`src/sv/mtb_pkg.sv`:
```
// Shared types, operation codes and helpers for the multi timer bank.
package mtb_pkg;

    localparam int NUM_TIMERS_DEF = 16;

    localparam int OP_W    = 3;
    localparam int TIMER_W = 5;
    localparam int TICK_W  = 32;

    // Stream payload widths, packed from the lowest bit up, padded to bytes
    localparam int IN_FIELDS_W  = OP_W + TIMER_W + TICK_W + 1 + 1 + TICK_W;
    localparam int IN_DATA_W    = ((IN_FIELDS_W + 7) / 8) * 8;
    localparam int OUT_FIELDS_W = TIMER_W + 1 + 1 + TICK_W + TICK_W;
    localparam int OUT_DATA_W   = ((OUT_FIELDS_W + 7) / 8) * 8;

    localparam logic [OP_W-1:0] OP_SET      = 3'd0;
    localparam logic [OP_W-1:0] OP_KILL     = 3'd1;
    localparam logic [OP_W-1:0] OP_KILL_ALL = 3'd2;
    localparam logic [OP_W-1:0] OP_QUERY    = 3'd3;
    localparam logic [OP_W-1:0] OP_CHECK    = 3'd4;

    localparam logic KIND_STATUS = 1'b0;
    localparam logic KIND_EXPIRY = 1'b1;

    // One timer entry as held in the entry memory
    typedef struct packed {
        logic              notify;
        logic [TICK_W-1:0] wrap_mark;
        logic [TICK_W-1:0] reload;
        logic [TICK_W-1:0] deadline;
    } t_entry;

    // Arm a timer: deadline = now + dur mod 2^32, mark now if the sum wrapped
    function automatic t_entry arm_entry(input logic [TICK_W-1:0] now,
                                         input logic [TICK_W-1:0] dur,
                                         input logic              rep,
                                         input logic              nfy);
        t_entry            e;
        logic [TICK_W:0]   sum;
        sum         = {1'b0, now} + {1'b0, dur};
        e.deadline  = sum[TICK_W-1:0];
        e.wrap_mark = sum[TICK_W] ? now : '0;
        e.reload    = rep ? dur : '0;
        e.notify    = nfy;
        return e;
    endfunction

endpackage

```
`src/sv/multi_timer_bank_top.sv`:
```
// Top level of the multi timer bank: request decode, entry memory and expiry scan.
//
// A bank of NUM_TIMERS software timers keyed to a free-running 32-bit tick that
// arrives with every request. Requests are set (one-shot or repeating, a zero
// duration kills), kill, kill all, query and check. Every request answers with
// exactly one status result marked tlast; a check first emits one expiry event
// (tuser = 1) for each notifying timer that fired, in timer order. The block
// works on one request at a time. Set, kill, kill all, query and unknown codes
// go through the execute and status states to the output register. A check goes
// through the execute state, then the scan through the entry memory, which reads,
// tests and writes back one timer per cycle while the output register has room
// for any expiry event, then the status state. A new request is accepted while
// the last result still waits in the output register. Timer deadlines, reloads,
// wrap marks and notify flags live in a single-port-write memory with a
// registered read; the live flags and per-entry written flags are flip-flops,
// so kill all and reset take effect at once and need no sweep.
module multi_timer_bank_top #(
    parameter int NUM_TIMERS = mtb_pkg::NUM_TIMERS_DEF
) (
    input  logic                           i_clk,
    input  logic                           i_rst_n,
    // op[2:0], timer_id[7:3], duration[39:8], repeat_req[40],
    // notify_enable[41], now[73:42], zero pad above
    input  logic                           s_axis_tvalid,
    output logic                           s_axis_tready,
    input  logic [mtb_pkg::IN_DATA_W-1:0]  s_axis_tdata,
    // event_timer[4:0], ok[5], running[6], deadline_out[38:7],
    // reload_out[70:39], zero pad above
    output logic                           m_axis_tvalid,
    input  logic                           m_axis_tready,
    output logic [mtb_pkg::OUT_DATA_W-1:0] m_axis_tdata,
    // kind[0]
    output logic                           m_axis_tuser,
    output logic                           m_axis_tlast
);

    localparam int IW = (NUM_TIMERS > 1) ? $clog2(NUM_TIMERS) : 1;
    localparam int TW = mtb_pkg::TICK_W;

    localparam logic [1:0] S_IDLE = 2'd0;
    localparam logic [1:0] S_EXEC = 2'd1;
    localparam logic [1:0] S_SCAN = 2'd2;
    localparam logic [1:0] S_STAT = 2'd3;

    logic [1:0]                   r_state, n_state;

    // Latched request
    logic [mtb_pkg::OP_W-1:0]     r_op;
    logic [mtb_pkg::TIMER_W-1:0]  r_id;
    logic [TW-1:0]                r_dur;
    logic                         r_rep;
    logic                         r_nfy;
    logic [TW-1:0]                r_now;

    // Timer state outside the memory
    logic [NUM_TIMERS-1:0]        r_live;
    logic [NUM_TIMERS-1:0]        r_written;
    logic [IW-1:0]                r_idx;

    // Entry memory
    mtb_pkg::t_entry              mem [NUM_TIMERS];
    mtb_pkg::t_entry              r_rd;
    logic [IW-1:0]                w_raddr;
    logic                         w_we;
    logic [IW-1:0]                w_waddr;
    mtb_pkg::t_entry              w_wdata;

    // Output register
    logic                         r_m_valid;
    logic [mtb_pkg::OUT_DATA_W-1:0] r_m_data;
    logic                         r_m_user;
    logic                         r_m_last;

    logic                         w_accept;
    logic                         w_out_free;
    logic                         w_valid_id;
    logic [IW-1:0]                w_id_idx;
    logic                         w_skip;
    logic                         w_hit;
    logic                         w_emit;
    logic                         w_adv;
    logic                         w_last_idx;
    logic [mtb_pkg::TIMER_W-1:0]  w_stat_timer;
    logic                         w_stat_ok;
    logic                         w_stat_run;
    logic [TW-1:0]                w_stat_dl;
    logic [TW-1:0]                w_stat_rl;

    assign s_axis_tready = (r_state == S_IDLE);
    assign w_accept      = s_axis_tvalid && s_axis_tready;
    assign w_out_free    = !r_m_valid || m_axis_tready;

    assign m_axis_tvalid = r_m_valid;
    assign m_axis_tdata  = r_m_data;
    assign m_axis_tuser  = r_m_user;
    assign m_axis_tlast  = r_m_last;

    // Timer number checks against the bank size; out-of-range numbers touch nothing
    assign w_valid_id = ({1'b0, r_id} < (mtb_pkg::TIMER_W + 1)'(NUM_TIMERS));
    assign w_id_idx   = w_valid_id ? r_id[IW-1:0] : '0;

    // Scan test on the entry read last cycle: live, no pending wrap, deadline reached
    assign w_skip     = (r_rd.wrap_mark != '0) && (r_now >= r_rd.wrap_mark);
    assign w_hit      = r_live[r_idx] && !w_skip && (r_rd.deadline <= r_now);
    assign w_emit     = w_hit && r_rd.notify;
    // Hold the scan while an expiry event has nowhere to go
    assign w_adv      = !w_emit || w_out_free;
    assign w_last_idx = (r_idx == IW'(NUM_TIMERS - 1));

    // Read address: next scan entry, or the addressed timer for query data
    always_comb begin
        w_raddr = w_id_idx;
        if (r_state == S_EXEC && r_op == mtb_pkg::OP_CHECK) begin
            w_raddr = '0;
        end else if (r_state == S_SCAN) begin
            if (!w_adv) begin
                w_raddr = r_idx;
            end else if (w_last_idx) begin
                w_raddr = '0;
            end else begin
                w_raddr = IW'(r_idx + 1'b1);
            end
        end
    end

    // Write port: arm from a set, or re-arm a repeating timer during the scan
    always_comb begin
        w_we    = 1'b0;
        w_waddr = w_id_idx;
        w_wdata = mtb_pkg::arm_entry(r_now, r_dur, r_rep, r_nfy);
        if (r_state == S_EXEC && r_op == mtb_pkg::OP_SET && w_valid_id && r_dur != '0) begin
            w_we = 1'b1;
        end else if (r_state == S_SCAN && w_adv && w_hit && r_rd.reload != '0) begin
            w_we    = 1'b1;
            w_waddr = r_idx;
            w_wdata = mtb_pkg::arm_entry(r_now, r_rd.reload, 1'b1, r_rd.notify);
        end
    end

    always_ff @(posedge i_clk) begin
        if (w_we) begin
            mem[w_waddr] <= w_wdata;
        end
        r_rd <= mem[w_raddr];
    end

    // Status result fields; query fields read through the written flags
    always_comb begin
        w_stat_timer = '0;
        w_stat_ok    = 1'b0;
        w_stat_run   = 1'b0;
        w_stat_dl    = '0;
        w_stat_rl    = '0;
        case (r_op)
            mtb_pkg::OP_SET, mtb_pkg::OP_KILL: begin
                w_stat_timer = r_id;
                w_stat_ok    = w_valid_id;
            end
            mtb_pkg::OP_QUERY: begin
                w_stat_timer = r_id;
                w_stat_ok    = w_valid_id;
                if (w_valid_id) begin
                    w_stat_run = r_live[w_id_idx];
                    if (r_written[w_id_idx]) begin
                        w_stat_dl = r_rd.deadline;
                        w_stat_rl = r_rd.reload;
                    end
                end
            end
            mtb_pkg::OP_KILL_ALL, mtb_pkg::OP_CHECK: begin
                w_stat_ok = 1'b1;
            end
            default: begin
                w_stat_ok = 1'b0;
            end
        endcase
    end

    always_comb begin
        n_state = r_state;
        case (r_state)
            S_IDLE: begin
                if (w_accept) n_state = S_EXEC;
            end
            S_EXEC: begin
                n_state = (r_op == mtb_pkg::OP_CHECK) ? S_SCAN : S_STAT;
            end
            S_SCAN: begin
                if (w_adv && w_last_idx) n_state = S_STAT;
            end
            S_STAT: begin
                if (w_out_free) n_state = S_IDLE;
            end
            default: begin
                n_state = S_IDLE;
            end
        endcase
    end

    always_ff @(posedge i_clk) begin
        if (!i_rst_n) begin
            r_state   <= S_IDLE;
            r_live    <= '0;
            r_written <= '0;
            r_idx     <= '0;
            r_m_valid <= 1'b0;
        end else begin
            r_state <= n_state;

            if (w_we) begin
                r_written[w_waddr] <= 1'b1;
            end

            // Live flags
            if (r_state == S_EXEC) begin
                case (r_op)
                    mtb_pkg::OP_SET: begin
                        if (w_valid_id) r_live[w_id_idx] <= (r_dur != '0);
                    end
                    mtb_pkg::OP_KILL: begin
                        if (w_valid_id) r_live[w_id_idx] <= 1'b0;
                    end
                    mtb_pkg::OP_KILL_ALL: begin
                        r_live <= '0;
                    end
                    default: begin
                    end
                endcase
            end else if (r_state == S_SCAN && w_adv && w_hit) begin
                r_live[r_idx] <= (r_rd.reload != '0);
            end

            // Scan index
            if (r_state == S_EXEC) begin
                r_idx <= '0;
            end else if (r_state == S_SCAN && w_adv && !w_last_idx) begin
                r_idx <= IW'(r_idx + 1'b1);
            end

            // Output register valid
            if (m_axis_tready) begin
                r_m_valid <= 1'b0;
            end
            if (w_out_free && ((r_state == S_SCAN && w_emit) || r_state == S_STAT)) begin
                r_m_valid <= 1'b1;
            end
        end
    end

    // Request capture and output payload, no reset needed
    always_ff @(posedge i_clk) begin
        if (w_accept) begin
            r_op  <= s_axis_tdata[2:0];
            r_id  <= s_axis_tdata[7:3];
            r_dur <= s_axis_tdata[39:8];
            r_rep <= s_axis_tdata[40];
            r_nfy <= s_axis_tdata[41];
            r_now <= s_axis_tdata[73:42];
        end
        if (w_out_free && r_state == S_SCAN && w_emit) begin
            r_m_user <= mtb_pkg::KIND_EXPIRY;
            r_m_last <= 1'b0;
            r_m_data <= mtb_pkg::OUT_DATA_W'({{TW{1'b0}}, {TW{1'b0}}, 1'b0, 1'b1,
                                              mtb_pkg::TIMER_W'(r_idx)});
        end else if (w_out_free && r_state == S_STAT) begin
            r_m_user <= mtb_pkg::KIND_STATUS;
            r_m_last <= 1'b1;
            r_m_data <= mtb_pkg::OUT_DATA_W'({w_stat_rl, w_stat_dl, w_stat_run,
                                              w_stat_ok, w_stat_timer});
        end
    end

    // An accepted request always goes straight to execution and blocks new input
    a_accept_exec: assert property (@(posedge i_clk) disable iff (!i_rst_n)
        w_accept |=> (r_state == S_EXEC) && !s_axis_tready)
        else $error("accepted request did not enter execution");

    // Kill all leaves no timer running
    a_kill_all: assert property (@(posedge i_clk) disable iff (!i_rst_n)
        (r_state == S_EXEC && r_op == mtb_pkg::OP_KILL_ALL) |=> (r_live == '0))
        else $error("kill all left a timer live");

    // A stalled scan keeps its place and touches no state
    a_scan_hold: assert property (@(posedge i_clk) disable iff (!i_rst_n)
        (r_state == S_SCAN && !w_adv) |=> (r_state == S_SCAN) && $stable(r_idx)
                                          && $stable(r_live))
        else $error("scan moved while an expiry event was stalled");

    // A valid set with a nonzero duration leaves the timer live
    a_set_live: assert property (@(posedge i_clk) disable iff (!i_rst_n)
        (r_state == S_EXEC && r_op == mtb_pkg::OP_SET && w_valid_id && r_dur != '0)
        |=> r_live[$past(w_id_idx)])
        else $error("set did not start the timer");

endmodule

```
`config.mk`:
```
export PLATFORM = sky130hd
export DESIGN_NAME = multi_timer_bank_top
export DESIGN_NICKNAME = d
export VERILOG_FILES = /design/src/sv/mtb_pkg.sv /design/src/sv/multi_timer_bank_top.sv
export SDC_FILE = /design/constraint.sdc
export NUM_CORES = 2
export LEC_CHECK = 0
export ABC_AREA = 1
export BUFFER_PORTS_ARGS = -buffer_cell sky130_fd_sc_hd__buf_2
export CORE_UTILIZATION = 40
export CTS_BUF_LIST = sky130_fd_sc_hd__clkbuf_4
export DETAILED_ROUTE_END_ITERATION = 7
export PLACE_DENSITY = 0.64
export SKIP_LAST_GASP = 1
export SLEW_MARGIN = 20
export SYNTH_ARGS = -nofsm -noshare
export SYNTH_HDL_FRONTEND = slang
export SYNTH_SLANG_ARGS = --single-unit
```
`constraint.sdc`:
```
create_clock -name i_clk -period 5.3 [get_ports i_clk]
set_input_delay 0.795 -clock i_clk [delete_from_list [all_inputs] [get_ports i_clk]]
set_output_delay 0.795 -clock i_clk [all_outputs]
set_load 0.02 [all_outputs]
```
* Word-level counts from Yosys, hierarchy flattened
Memories as Yosys holds them, arrays and structs flattened. A register that Yosys moved wholly into a read port is not among the register bits.
Index checks and enable logic that the tools add are counted.
** Cells by class
- Reductions and logical operators :: 42
- Bitwise gates (word level) :: 4
- Equal/unequal tests :: 14
- Order comparisons :: 9
- Add/subtract/negate cells :: 3
- Mux-type cells :: 54
** Operator list (number)
- $mux 32 :: 9
- $mux 97 :: 2
- $reduce_bool 32->1 :: 3
- $add 32x32->33 :: 2
- $mux 16 :: 4
- $pmux 16 s3 :: 1
- $mux 4 :: 9
- $bwmux 16 :: 2
- $ge 32x32->1 :: 1
- $le 32x32->1 :: 1
- $logic_and 1x1->1 :: 22
- $and 16x16->16 :: 1
- $not 16->16 :: 1
- $or 16x16->16 :: 1
- $lt 4x5->1 const B :: 3
- $mux 1 :: 15
- $bmux 1 s4 :: 3
- $demux 1 s4 :: 3
- $ge 4x1->1 const B :: 3
- $pmux 2 s4 :: 1
- $eq 3x2->1 const B :: 2
- $mux 2 :: 3
- $ne 3x3->1 const B :: 2
- $reduce_bool 2->1 :: 3
- other kinds (21) :: 29
** Word-level totals
- Memories :: 1
- Logic and storage cells :: 142
- Flip-flop bits (word level) :: 186
- Input bits :: 84
- Memory bits (writable) :: 1552
** Memory list
- mem :: depth 16, bits a word 97, read ports 1, clocked after memory_dff 1, wr ports 1, line multi_timer_bank_top.sv:61 : mtb_pkg::t_entry mem [NUM_TIMERS];

* Logic depth before layout (Yosys ltp)
- Depth in word-level cells :: 18
- Gate-level depth with buffers :: 27

* Worst setup path after synthesis
Ideal clock, no wire load.
- Path type :: reg-to-reg
- Start :: register r_now[23]
- End :: memory mem[0][0] (netlist name) (enable)
- Arrival time :: 4.400 ns
- Setup slack :: 0.449 ns
- Library setup time :: 0.451 ns
- Buffers on the path :: 1
- Stages on the path, launching flop included :: 20
- Required time :: 4.849 ns
- Cells stage by stage :: edfxtp_1 > inv_1 > ha_1 > nand2_1 > nor4_1 > nand2_1 > clkinv_1 > nand2_1 > a21oi_2 > nor2_4 > nand3_4 > nand3_1 > nor2_2 > nand2_1 > buf_2 > nand2_1 > nand3_1 > nor2_1 > nand2_1 > inv_1
** Between the ends
- Longest elaborated chain between the ends :: 15
- Elaborated cells between the ends (all ways) :: 18
** RTL lines
- start, declared :: line multi_timer_bank_top.sv:53 : logic [TW-1:0] r_now;
- start signal, assigned :: line multi_timer_bank_top.sv:258 : r_now <= s_axis_tdata[73:42];
- $ge 32x32->1 :: line multi_timer_bank_top.sv:103 : assign w_skip = (r_rd.wrap_mark != '0) && (r_now >= r_rd.wrap_mark);
- $logic_and 1x1->1 :: line multi_timer_bank_top.sv:103
- $logic_not 1->1 :: line multi_timer_bank_top.sv:104 : assign w_hit = r_live[r_idx] && !w_skip && (r_rd.deadline <= r_now);
- $logic_and 1x1->1 :: line multi_timer_bank_top.sv:104
- $logic_and 1x1->1 * :: line multi_timer_bank_top.sv:104
- $logic_and 1x1->1 :: line multi_timer_bank_top.sv:105 : assign w_emit = w_hit && r_rd.notify;
- $logic_not 1->1 :: line multi_timer_bank_top.sv:107 : assign w_adv = !w_emit || w_out_free;
- $logic_or 1x1->1 :: line multi_timer_bank_top.sv:107
- $logic_and 1x1->1 :: line multi_timer_bank_top.sv:133 : end else if (r_state == S_SCAN && w_adv && w_hit && r_rd.reload != '0) begin
- $logic_and 1x1->1 * (2 in a row) :: line multi_timer_bank_top.sv:133
- $mux 1 :: line multi_timer_bank_top.sv:133
- $mux 1 :: line multi_timer_bank_top.sv:131 : if (r_state == S_EXEC && r_op == mtb_pkg::OP_SET && w_valid_id && r_dur != '0) begin
- $mux 1 :: line multi_timer_bank_top.sv:141 : if (w_we) begin
- $mux 1 (implied by the code) :: line multi_timer_bank_top.sv:142 : mem[w_waddr] <= w_wdata;
- end, declared :: line multi_timer_bank_top.sv:61
Mark *: on every way between the ends. The rest lies on a longest branch, timed or not.

* Final worst setup path
- Start :: register r_now[11]
- End :: memory mem[4][45] (netlist name) (enable)
Same word-level chain as after synthesis.

==> results.txt <==
The number of buffers created by CTS is 485. The detailed router put a total of 106000 um of wire on met1. For this configuration, the core starts out at a cell density of 40.2%.

Dividing the detail-routed via count by the number of cells gives 5.35. In this run the worst path has a maximum fanout of 24. Detailed routing placed a total of 22900 um of wire on met3. In the synthesized netlist the dominant register cell turns out to be sky130_fd_sc_hd__edfxtp_1.

The average instance in the mapped netlist occupies 10.2 sq um. For this run, the post-layout net count is 8997. The post-synthesis async set-or-reset flop share is 0%, and the share of synthesized cell area in full adder, half adder and majority cells is 2.09%. The relative area change from synthesis to final layout works out to 15.4%. The floorplan has 167 rows. Detailed routing inserted a total of 63600 vias.

The largest total area in the synthesized netlist belongs to sky130_fd_sc_hd__edfxtp_1. Number of global-route vias before repair: 60700. The share of the synthesized area in the top cell type is 58.8%, and the number of buffers and inverters on the critical path is 3.

The clock period minus worst slack is 4.87 ns, and the residual antenna-violating net count after detailed routing is 0. The flow ran to the end, and the final reports show no timing, DRC or antenna violations. The worst slack on hold paths came out at 0.113 ns.

Clock latency on the worst-skew pair, taken at its later pin, is 1.49 ns. The kind of start point of the critical path is a flip-flop. After synthesis, the largest family of logic cells by area is simple AND/OR/NAND/NOR gates. For the final count of negative-setup-slack endpoints, the log shows 0. For the hold violation total from the final report, the log shows 0. The all-layer global routing usage was 24.6%; the detailed-routed wire length on met2 was 122000 um. The max-slew violation total from the final report is 0, and the maximum number of buffers from clock root to sink is 4. In the final timing run, aggregate negative setup slack is 0 ns. The share of synthesized cell area in and, or, nand and nor gates is 21.8%, and the reported leakage power is 40.2 nW.

The H-tree was split into 5 levels. The average wire length per cell after detail routing is 22.1 um, and the count of routing violations after the opening detailed-route iteration is 7005. The cell count after placement came out at 10900. The power per cell area is 528 nW/um^2. The netlist area before placement was 83300 sq um. The worst-path cell with the longest stage delay is sky130_fd_sc_hd__edfxtp_1.

By area the synthesized netlist is led by sky130_fd_sc_hd__edfxtp_1 59%, sky130_fd_sc_hd__nand3_1 11%, sky130_fd_sc_hd__nand2_1 7.2%. For the final global-route overflow total, the log shows 0. The synthesized design contains 1630 enable-type register cells.

The count of cells in the finished layout, fillers not included, comes to 11900. For this run, the slowest stage of the critical path takes 0.68 ns. The transition time of the tightest slew-check pin came out at 1.05 ns.

The floorplan step set the die height to 458 um. Kind of cell adding the most delay to the critical path: simple AND/OR/NAND/NOR gates. TritonCTS built the clock tree. In the routed design, unresolved DRC markers number 0.

In the post-route analysis, the smallest setup slack over all paths is 0.428 ns. The wire-length estimate of the detail-placed layout is 156000 um. The placement-stage worst setup slack is 0.545 ns, and the number of nets produced by synthesis is 8422. Summing all placed instances gives a cell area of 88600 sq um.

Synthesis produced 8200 cells. Traced cell by cell, the critical path runs through inv_1 > ha_1 > a21oi_1 > o21ai_0 > a21oi_1 > nand2_1 > nand2_1 > a21oi_2 > nor2_4 > nand3_1 > nor2_2 > nand2_2 > nand2_1 > nand3_1 > nor2_1 > nand2_1 > inv_6 > buf_4. After routing the design area is 96100 sq um. Across the run, the number of max-cap violations was 0. Between clock sinks in the finished design, the worst skew comes to 0.185 ns. Buffers placed on the I/O ports in this run total 152. STA classifies the critical path endpoint as a flip-flop.

In this run the post-CTS setup repair buffer count came out at 0. The worst pin sits at a relative slew slack of 29.7%. Multiplexer cells account for 0.0120% of the synthesized area. Data arrives at the worst endpoint at 5.90 ns.

The run gives 262000 um as the wire length after detailed routing. Most repeated library cell on the critical path: sky130_fd_sc_hd__nand2_1. The post-synthesis share of cell area spent on xor and xnor gates works out to 0.579%.

The critical path is of the reg -> reg type. The fraction of final layout cells sized beyond drive strength 1 was 14.1%. Static timing analysis puts the maximum clock frequency at 205 MHz. The detailed router used layers up to and including met5. By instance count, the leading cell after synthesis is sky130_fd_sc_hd__nand3_1. After synthesis the netlist holds a flip-flop and latch count of 1835.

The required time of the critical path was 6.32 ns. The first TritonRoute pass finished after 6 iterations. The initial antenna violation count is 5. For the sequential fraction of the synthesis area, the log shows 63.7%. After layout, the worst path uses 91.9% of the clock period. The number of different library cells used by synthesis comes to 54. The worst min-delay path category was in -> reg. Summing the areas of all compound-gate instances in the mapped netlist gives 3.26% of the synthesized area. The tools report the die outline area as 210000 sq um.

Setup repair after global routing left no endpoint under its margin. In this run the count of I/O pins placed on the die edge is 160. At the end of routability-driven placement, the weighted congestion stood at 0.940. The Yosys step of the flow raised 0 warnings.

The CTS root buffer was sky130_fd_sc_hd__clkbuf_4. Entering global routing, the biggest net connects 157 pins. After clock tree synthesis, the clock-pin slew on the worst setup and hold paths is 0.07 ns.

The core region area was 207000 sq um. Across the VDD grid, the largest voltage drop is 0.789 mV. The horizontal die dimension came out at 458 um. The first global-routing pass estimated 387000 um of wire. The run gives 1835 as the number of clock sinks. In the synthesized netlist, the cells that appear most often are 1793 x sky130_fd_sc_hd__nand3_1, 1630 x sky130_fd_sc_hd__edfxtp_1, 1606 x sky130_fd_sc_hd__nand2_1.
-- path summary, 6_finish.rpt --
kind | startpoint | to | slack (ns) | depth (start not counted)
setup / recovery | r_now[11] | mem[4][45] | 0.43 | 18
hold / removal | s_axis_tdata[35] | r_dur[27] | 0.11 | 2
setup reg to reg | r_now[11] | mem[4][45] | 0.43 | 18
hold reg to reg | r_written[15] | r_written[15] | 0.46 | 2
-- metal layers --
metal	global-route usage (%)	up-vias
met2	39.1	3190
met4	12.1	2
li1	-	29200
met1	32.5	30600
met3	4.07	571
met5	0	-
-- power breakdown --
group / internal (W) / total [W] / switching, W
Combinational: 0.00538 / 0.0183 / 0.0129
Clock: 0.00684 / 0.0127 / 0.00591
Sequential: 0.0183 / 0.0197 / 0.00134
Total: 0.0305 / 0.0507 / 0.0202
-- flip-flops by register name, indices dropped and copies added, names as in the netlist, 5 cells and up --
signal	count
mem	1552
r_rd	97
m_axis_tdata	71
r_dur	32
r_now	32
r_live	16
r_written	16
r_id	5
-- metrics by stage --
step / util (%) / power (W)
detailed placement: 42.8 / 0.0378
finish: 46.4 / 0.0507
floorplan: - / 0.0307
global route: 46.4 / 0.0532
CTS: 46.4 / 0.0506
global placement: 42.8 / 0.0376
-- worst reg2reg max path: stages (launching register included) --
cell and delay, ns:
sky130_fd_sc_hd__edfxtp_1 0.68, sky130_fd_sc_hd__inv_1 0.13, sky130_fd_sc_hd__ha_1 0.35, sky130_fd_sc_hd__a21oi_1 0.17, sky130_fd_sc_hd__o21ai_0 0.10, sky130_fd_sc_hd__a21oi_1 0.43
sky130_fd_sc_hd__nand2_1 0.11, sky130_fd_sc_hd__nand2_1 0.10, sky130_fd_sc_hd__a21oi_2 0.11, sky130_fd_sc_hd__nor2_4 0.25, sky130_fd_sc_hd__nand3_1 0.15, sky130_fd_sc_hd__nor2_2 0.29
sky130_fd_sc_hd__nand2_2 0.14, sky130_fd_sc_hd__nand2_1 0.08, sky130_fd_sc_hd__nand3_1 0.09, sky130_fd_sc_hd__nor2_1 0.32, sky130_fd_sc_hd__nand2_1 0.21, sky130_fd_sc_hd__inv_6 0.44
sky130_fd_sc_hd__buf_4 0.34
-- cells by family after synthesis --
logic type / after synthesis
AO/OA/AOI/OAI: 502
XOR/XNOR: 55
adder cells (fa/ha/maj): 138
buffers and inverters: 1742
flip-flops: 1835
multiplexers: 1
other: 1
AND/OR/NAND/NOR: 3926
-- repair_timing --
action                                  4_1_cts  5_1_grt
endpoints found under the setup margin        0        0
hold buffers                                112        0
endpoints found under the hold margin        99        0
gates resized for setup                       0        0
-- placed cells by master, fill, tap and decap left out, types with 5 or more instances in the layout --
master	instances
sky130_fd_sc_hd__nand3b_1	257
sky130_fd_sc_hd__ha_1	136
sky130_fd_sc_hd__o22ai_1	13
sky130_fd_sc_hd__o21ai_1	19
sky130_fd_sc_hd__nand3_1	1792
sky130_fd_sc_hd__dlygate4sd3_1	112
sky130_fd_sc_hd__o211ai_1	5
sky130_fd_sc_hd__nand2_1	1603
sky130_fd_sc_hd__nor2_1	162
sky130_fd_sc_hd__nor4_1	22
sky130_fd_sc_hd__buf_2	152
sky130_fd_sc_hd__nand4_1	29
sky130_fd_sc_hd__edfxtp_1	1630
sky130_fd_sc_hd__inv_1	1240
sky130_fd_sc_hd__o21bai_1	7
sky130_fd_sc_hd__a221oi_1	6
sky130_fd_sc_hd__inv_2	6
sky130_fd_sc_hd__inv_6	17
sky130_fd_sc_hd__nor3_1	45
sky130_fd_sc_hd__clkinv_2	15
sky130_fd_sc_hd__bufinv_16	5
sky130_fd_sc_hd__a21oi_1	273
sky130_fd_sc_hd__xnor2_1	23
sky130_fd_sc_hd__diode_2	8
sky130_fd_sc_hd__xor2_1	32
sky130_fd_sc_hd__buf_4	209
sky130_fd_sc_hd__buf_12	86
sky130_fd_sc_hd__clkinv_1	81
sky130_fd_sc_hd__clkbuf_4	778
sky130_fd_sc_hd__dfxtp_1	205
sky130_fd_sc_hd__a31oi_1	9
sky130_fd_sc_hd__o21a_1	15
sky130_fd_sc_hd__o21ai_0	129
-- layout make-up --
cell class              count  area [sq um]
well taps                2704          3380
inverters                1271          4880
clock buffers             778          5840
fillers                 19100        111000
flip-flops and latches   1835         53100
repair buffers            559          5170
diodes                      8          20.0
clock inverters            99           527
multi-input cells        4623         23200
Note: power is estimated with default switching activity, not from simulation.
